[src/design/mrc_pkg.sv]
// Shared types, constants and the CRC-16/MODBUS byte update for the
// Modbus RTU response checker. No dependencies.
`timescale 1ns / 1ps

package mrc_pkg;

  // Frame limits and derived widths
  localparam int MAX_FRAME_BYTES = 256;
  localparam int POS_W           = $clog2(MAX_FRAME_BYTES + 1);
  localparam int CMP_W           = (POS_W > 9) ? POS_W : 9;
  localparam int MAX_REGS        = 125;
  localparam int MIN_LEN         = 5;
  localparam int HDR_LEN         = 5;
  localparam int ECHO_LEN        = 8;

  localparam logic [6:0]  FC_READ  = 7'd3;
  localparam logic [7:0]  EXC_FLAG = 8'h80;
  localparam logic [15:0] CRC_INIT = 16'hFFFF;
  localparam logic [15:0] CRC_POLY = 16'hA001;

  // Configuration register indexes
  localparam int CFG_IDX_W = 2;
  localparam logic [CFG_IDX_W-1:0] CFG_NODE_ADDRESS      = 2'd0;
  localparam logic [CFG_IDX_W-1:0] CFG_EXPECTED_FUNCTION = 2'd1;
  localparam logic [CFG_IDX_W-1:0] CFG_PARSE_MODE        = 2'd2;
  localparam logic [CFG_IDX_W-1:0] CFG_REGISTER_COUNT    = 2'd3;

  localparam logic MODE_READ = 1'b0;
  localparam logic MODE_ECHO = 1'b1;

  localparam logic KIND_VALUE  = 1'b0;
  localparam logic KIND_STATUS = 1'b1;

  typedef enum logic [1:0] {
    ST_OK        = 2'd0,
    ST_MALFORMED = 2'd1,
    ST_CRC_ERR   = 2'd2,
    ST_EXCEPTION = 2'd3
  } status_t;

  typedef struct packed {
    logic [7:0] node_address;
    logic [6:0] expected_function;
    logic       parse_mode;
    logic [6:0] register_count;
  } cfg_t;

  typedef struct packed {
    logic [7:0] rx_byte;
    logic       frame_end;
  } item_t;

  // Handshake between the input register and the parser
  typedef struct packed {
    logic  go;
    item_t item;
  } stage_t;

  typedef struct packed {
    logic        result_kind;
    logic [6:0]  reg_index;
    logic [15:0] reg_value;
    status_t     frame_status;
    logic [7:0]  exception_code;
  } result_t;

  // One byte of CRC-16/MODBUS, reflected, eight shift steps
  function automatic logic [15:0] crc_feed(input logic [15:0] crc, input logic [7:0] b);
    logic [15:0] c;
    c = crc ^ {8'h00, b};
    for (int i = 0; i < 8; i++) begin
      if (c[0]) begin
        c = (c >> 1) ^ CRC_POLY;
      end else begin
        c = c >> 1;
      end
    end
    return c;
  endfunction

endpackage

[src/design/mrc_parser.sv]
// Per-frame parse state, CRC, register value capture and final status check.
// Depends on mrc_pkg (types, constants, crc_feed).
`timescale 1ns / 1ps

module mrc_parser import mrc_pkg::*; (
  input  logic    clk,
  input  logic    rst_n,
  input  stage_t  stage,
  input  cfg_t    cfg,
  output logic    res_valid,
  output result_t res
);

  logic [POS_W-1:0] pos_r, pos_nxt;
  logic [15:0]      crc_r, crc_nxt;
  logic             node_r, node_nxt;
  logic [7:0]       func_r, func_nxt;
  logic [7:0]       third_r, third_nxt;
  logic [7:0]       high_r, high_nxt;

  logic [7:0]       b;
  logic             last;
  logic             in_range;
  logic [POS_W-1:0] pos_m4;
  logic [POS_W-2:0] k;
  logic [6:0]       lim;
  logic [6:0]       fc;
  logic [CMP_W-1:0] n_len;
  logic [CMP_W-1:0] exp_len;
  status_t          st;
  logic [7:0]       exc;

  assign b        = stage.item.rx_byte;
  assign last     = stage.item.frame_end;
  assign in_range = pos_r < POS_W'(MAX_FRAME_BYTES);
  assign pos_m4   = pos_r - POS_W'(4);
  assign k        = pos_m4[POS_W-1:1];
  assign lim      = (cfg.register_count > 7'(MAX_REGS)) ? 7'(MAX_REGS) : cfg.register_count;
  assign fc       = (cfg.parse_mode == MODE_ECHO) ? cfg.expected_function : FC_READ;

  always_comb begin
    pos_nxt   = pos_r;
    crc_nxt   = crc_feed(crc_r, b);
    node_nxt  = node_r;
    func_nxt  = func_r;
    third_nxt = third_r;
    high_nxt  = high_r;
    res_valid = 1'b0;
    res       = '0;
    st        = ST_OK;
    exc       = 8'h00;
    n_len     = '0;
    exp_len   = '0;

    // Byte capture by position
    if (in_range) begin
      if (pos_r == POS_W'(0)) begin
        node_nxt = (b == cfg.node_address);
      end else if (pos_r == POS_W'(1)) begin
        func_nxt = b;
      end else if (pos_r == POS_W'(2)) begin
        third_nxt = b;
      end else if (pos_r[0]) begin
        high_nxt = b;
      end else if (!last && cfg.parse_mode == MODE_READ) begin
        if (CMP_W'(k) < CMP_W'(lim)) begin
          res_valid       = 1'b1;
          res.result_kind = KIND_VALUE;
          res.reg_index   = k[6:0];
          res.reg_value   = {high_r, b};
        end
      end
      pos_nxt = pos_r + POS_W'(1);
    end

    // Final status on the last byte, then rearm
    if (last) begin
      n_len   = CMP_W'(pos_nxt);
      exp_len = CMP_W'(HDR_LEN) + CMP_W'({cfg.register_count, 1'b0});
      if (n_len < CMP_W'(MIN_LEN)) begin
        st = ST_MALFORMED;
      end else if (crc_nxt != 16'h0000) begin
        st = ST_CRC_ERR;
      end else if (!node_nxt) begin
        st = ST_MALFORMED;
      end else if (func_nxt == (EXC_FLAG | {1'b0, fc})) begin
        st  = ST_EXCEPTION;
        exc = third_nxt;
      end else if (func_nxt != {1'b0, fc}) begin
        st = ST_MALFORMED;
      end else if (cfg.parse_mode == MODE_READ) begin
        if (n_len != exp_len || third_nxt != {cfg.register_count, 1'b0}) begin
          st = ST_MALFORMED;
        end
      end else if (n_len != CMP_W'(ECHO_LEN)) begin
        st = ST_MALFORMED;
      end
      res_valid          = 1'b1;
      res                = '0;
      res.result_kind    = KIND_STATUS;
      res.frame_status   = st;
      res.exception_code = exc;
      pos_nxt            = '0;
      crc_nxt            = CRC_INIT;
      node_nxt           = 1'b0;
      func_nxt           = 8'h00;
      third_nxt          = 8'h00;
      high_nxt           = 8'h00;
    end
  end

  always_ff @(posedge clk) begin
    if (!rst_n) begin
      pos_r   <= '0;
      crc_r   <= CRC_INIT;
      node_r  <= 1'b0;
      func_r  <= 8'h00;
      third_r <= 8'h00;
      high_r  <= 8'h00;
    end else if (stage.go) begin
      pos_r   <= pos_nxt;
      crc_r   <= crc_nxt;
      node_r  <= node_nxt;
      func_r  <= func_nxt;
      third_r <= third_nxt;
      high_r  <= high_nxt;
    end
  end

endmodule

[config.mk]
export PLATFORM = sky130hd
export DESIGN_NAME = mrc_parser
export DESIGN_NICKNAME = d
export VERILOG_FILES = /design/src/design/mrc_pkg.sv /design/src/design/mrc_parser.sv
export SDC_FILE = /design/constraint.sdc
export NUM_CORES = 1
export LEC_CHECK = 0
export ABC_AREA = 1
export BUFFER_PORTS_ARGS = -buffer_cell sky130_fd_sc_hd__buf_2
export CORE_MARGIN = 2
export CORE_UTILIZATION = 40
export DETAILED_ROUTE_END_ITERATION = 6
export SLEW_MARGIN = 40
export SYNTH_ARGS = -nofsm -noshare
export SYNTH_HDL_FRONTEND = slang
export SYNTH_SLANG_ARGS = --single-unit
[constraint.sdc]
create_clock -name clk -period 6.23 [get_ports clk]
set_input_delay 0.3115 -clock clk [delete_from_list [all_inputs] [get_ports clk]]
set_output_delay 0.3115 -clock clk [all_outputs]
set_load 0.03 [all_outputs]
## Word-level counts from Yosys, hierarchy flattened

Index checks and enable logic that the tools add are counted.

| cells by class | value |
|---|---|
| eq/ne operators | 11 |
| bitwise logic cells | 10 |
| reduce and logical (&&, ||, !) cells | 8 |
| order comparisons | 4 |
| add/sub/neg operators | 3 |
| multiplexer cells | 59 |

Operators by type and width:

| kind | number |
|---|---|
| $mux 8 | 19 |
| $mux 16 | 9 |
| $mux 23 | 6 |
| $mux 34 | 1 |
| $mux 24 | 1 |
| $not 2->3 | 8 |
| $mux 9 | 2 |
| $eq 8x8->1 | 2 |
| $reduce_bool 16->1 | 1 |
| $xor 16x8->16 | 1 |
| $mux 7 | 2 |
| $mux 1 | 13 |
| $mux 2 | 6 |
| $add 3x8->9 const A | 1 |
| $add 9x1->9 const B | 1 |
| $eq 9x1->1 const B | 1 |
| $eq 9x2->1 const B | 1 |
| $logic_not 9->1 | 1 |
| $lt 9x3->1 const B | 1 |
| $lt 9x9->1 const B | 1 |
| $ne 9x4->1 const B | 1 |
| $ne 9x9->1 | 1 |
| $sub 9x3->9 const B | 1 |
| $lt 8x7->1 | 1 |
| 10 further kinds | 13 |

| storage, ports and cells | value |
|---|---|
| register bits | 50 |
| output and inout port bits | 35 |

## Logic depth before layout (Yosys ltp)

| logic depth | value |
|---|---|
| depth after elaboration | 21 |
| depth in mapped cells | 18 |

## Least setup slack after synthesis

Ideal clock, no wire load.

| timing | value |
|---|---|
| kind | register to output |
| from | register crc_r[1] |
| to | output res[0] (netlist bit) |
| path slack | 2.922 ns |
| path buffers | 0 |
| cell stages (with the launch flop) | 13 |
| required time | 5.918 ns |
| arrival | 2.996 ns |
| cells stage by stage | dfxtp_1 -> xnor2_1 -> xor2_1 -> xnor2_1 -> xor2_1 -> ha_1 -> xnor2_1 -> nand3_1 -> nor4_1 -> nand2_1 -> nor2_1 -> nand3_1 -> nor3_1 |

RTL lines:

| what | line | RTL |
|---|---|---|
| start, declared | mrc_parser.sv:15 | `logic [15:0] crc_r, crc_nxt;` |
| start signal, assigned | mrc_parser.sv:122 | `crc_r <= crc_nxt;` |
| end, declared | mrc_parser.sv:11 | `output result_t res` |

==> flow_summary.yaml <==
grt:
  gr-total-overflow: 0
  antenna_found_initial: 0
  grt_pass1_wl_um: 19800
  grt_start_max_net_pins: 34
  grt_util_all_layers_pct: 22.2
  grt_pass1_vias: 4019
timing:
  fmax_ghz: 0.253
  hold_viol: 0
  slew-limit-headroom_pct: 56.6
  min_period_over_period_pct: 63.5
  timing.final.ws_setup_ns: 2.27
  rsz0062_at_grt: "false"
  tightest_slew_ns: 0.652
  setup_viol: 0
  final_max_slew_viol_count: 0
  hold_ws_ns: 0.397
  period_minus_slack_ns: 3.96
  finalClockSkew_ns: 0.00537
  setup-tns-final_ns: 0
clock_network:
  clock_path_buffers: 2
  cts_tree: "built"
  clk_latency_ns: 0.32
  cts_resized: 0
  post_cts_buffers: 0
  cts_buffers: 5
  htree_num_levels: 2
  ctsHoldBuffers: 0
  cts.reportedPaths.clkPinSlew_ns: 0.11
  clkSinkCount: 50
  cts_root_buf: "clkbuf_8"
synth:
  synthTopCellsByArea: "dfxtp_1 25%, nand2_1 17%, nand3_1 7.3%, inv_1 6.9%, a21oi_1 5.2%"
  syn-num-nets: 679
  syn_area_um2: 4040
  synth_top_area_share_pct: 24.8
  syn_inst: 628
  ys_warn_count: 0
  synth-seq-cells: 50
  synth_area_per_cell_um2: 6.43
  synth_area_leader_cell: "dfxtp_1"
  yosysSeqAreaShare_pct: 24.8
  synth_cell_types: 38
layout:
  num_antenna_cells: 0
  finish.instance_area_um2: 4550
  area_growth_syn_to_layout_pct: 12.6
  nets: 733
  final_cell_mix: "183 x nand2_1, 74 x inv_1, 69 x buf_2"
  drive_above_1_share_pct: 16.4
  final_common_cell: "nand2_1"
routing:
  first_pass_iters: 5
  drt_iter0_markers: 294
  routed_wl_um: 12100
  via_per_inst: 5.20
  wl_per_cell_um: 14.8
  vias: 4242
  antenna_left: 0
  drc_errors: 0
floorplanning:
  die-area_um2: 10900
  initial_utilization_pct: 41.3
  core_area_um2: 9770
  io_pins: 70
  die_w_um: 104
  chipHeight_um: 104
  num_rows: 36
setup_path:
  worstPathRequired_ns: 5.92
  cpMostUsedCell: "xnor2_1"
  worst_path_largest_cell_delay_ns: 0.34
  critPathMaxFanout: 8
  worst_path_max_delay_cell: "nand3_1"
  crit_path_cell_trace: "xnor2_1 -> xor2_1 -> xnor2_1 -> xor2_1 -> ha_1 -> xnor2_1 -> nand3_1 -> nor4_1 -> nand2_1 -> nor2_1 -> nand3_1 -> nor3_1 -> buf_2"
  end_kind: "primary output"
  criticalPathCategory: "reg2out"
  worstSetupStartpointType: "flip-flop"
  arrival_ns: 3.65
pwr:
  vdd_drop_max_v: 0.0000968
  power.density_nw_per_um2: 168
  p_total_uw: 765
  p_leak_uw: 0.00203
status:
  status: "complete, no violations"
job:
  drv_cap: 0
place:
  gp_congestion: 0.880
  hpwl_um: 9110
  pre_cts_ws_ns: 2.52
  placed_area_um2: 4430
  io_buffers: 69
worst_hold_path:
  worstHoldPathType: "in2reg"
==> synth_stat cells (all sizes together) <==
cell type	n
o21ai	29
a2111oi	1
xnor2	17
xor2	20
nor4	3
a21oi	42
buf	8
nand3	62
nand2	190
inv	75
ha	16
o22ai	15
nor2	40
o211ai	3
clkbuf	15
nand4	3
dfxtp	50
nand3b	1
nor3	34
a211oi	2
clkinv	2
==> registers in the layout, summed over array words and instances (netlist names) <==
register / flops
third_r: 8
pos_r: 9
high_r: 8
crc_r: 16
node_r: 1
func_r: 8
==> layout make-up <==
class / count / area (um^2)
flip-flops and latches: 50 / 1000
fillers: 1076 / 5230
repair buffers: 70 / 353
well taps: 133 / 166
inverters: 77 / 295
multi-input cells: 478 / 2610
clock inverters: 3 / 48.8
clock buffers: 5 / 68.8
==> kinds of logic (layout without fill, tap and decap cells) <==
kind of cell	Yosys count	count (layout)	share of synthesized area, %
flops	50	50	24.8
simple gates	333	333	38.5
buf+inv	100	155	10.6
xor+xnor	37	37	8.21
fa+ha+maj	16	16	4.96
compound gates	92	92	12.9
==> path summary, 6_finish.rpt <==
| path | startpoint | to | slack, ns | cells past startpoint |
|---|---|---|---|---|
| worst max-delay path | crc_r[1] | res[0] | 2.27 | 13 |
| worst min-delay path | rst_n | crc_r[4] | 0.40 | 2 |
| worst max register to register | pos_r[0] | third_r[0] | 3.68 | 10 |
| worst min register to register | high_r[1] | high_r[1] | 0.46 | 2 |
==> metrics by stage <==
stage               std cells  util [%]
global placement          808      45.3
global route              816      46.5
floorplan                 628         -
detailed placement        808      45.3
finish                    816      46.5
CTS                       816      46.5
==> routing by layer <==
metal  wire length [um]  track usage (%)  share of wire [%]
met1               5580             29.5                 46
met2               5580             36.6                 46
met5                  0                0                  0
met3                486             2.57                4.0
met4                461             9.07                3.8
==> critical path: cells and delay by family, from the launching register on <==
| kind | cells | cell delay (ns) |
|---|---|---|
| adders and majority gates | 1 | 0.29 |
| and+or+nand+nor | 6 | 1.23 |
| xor gates and xnor gates | 5 | 1.22 |
| buffers and inverters | 1 | 0.24 |
| DFF | 1 | 0.33 |
==> power by group <==
group	internal, uW	switching (uW)
clock network	123	130
registers	331	7.49
logic	61.9	112
Power figures use the tool's default switching activity.
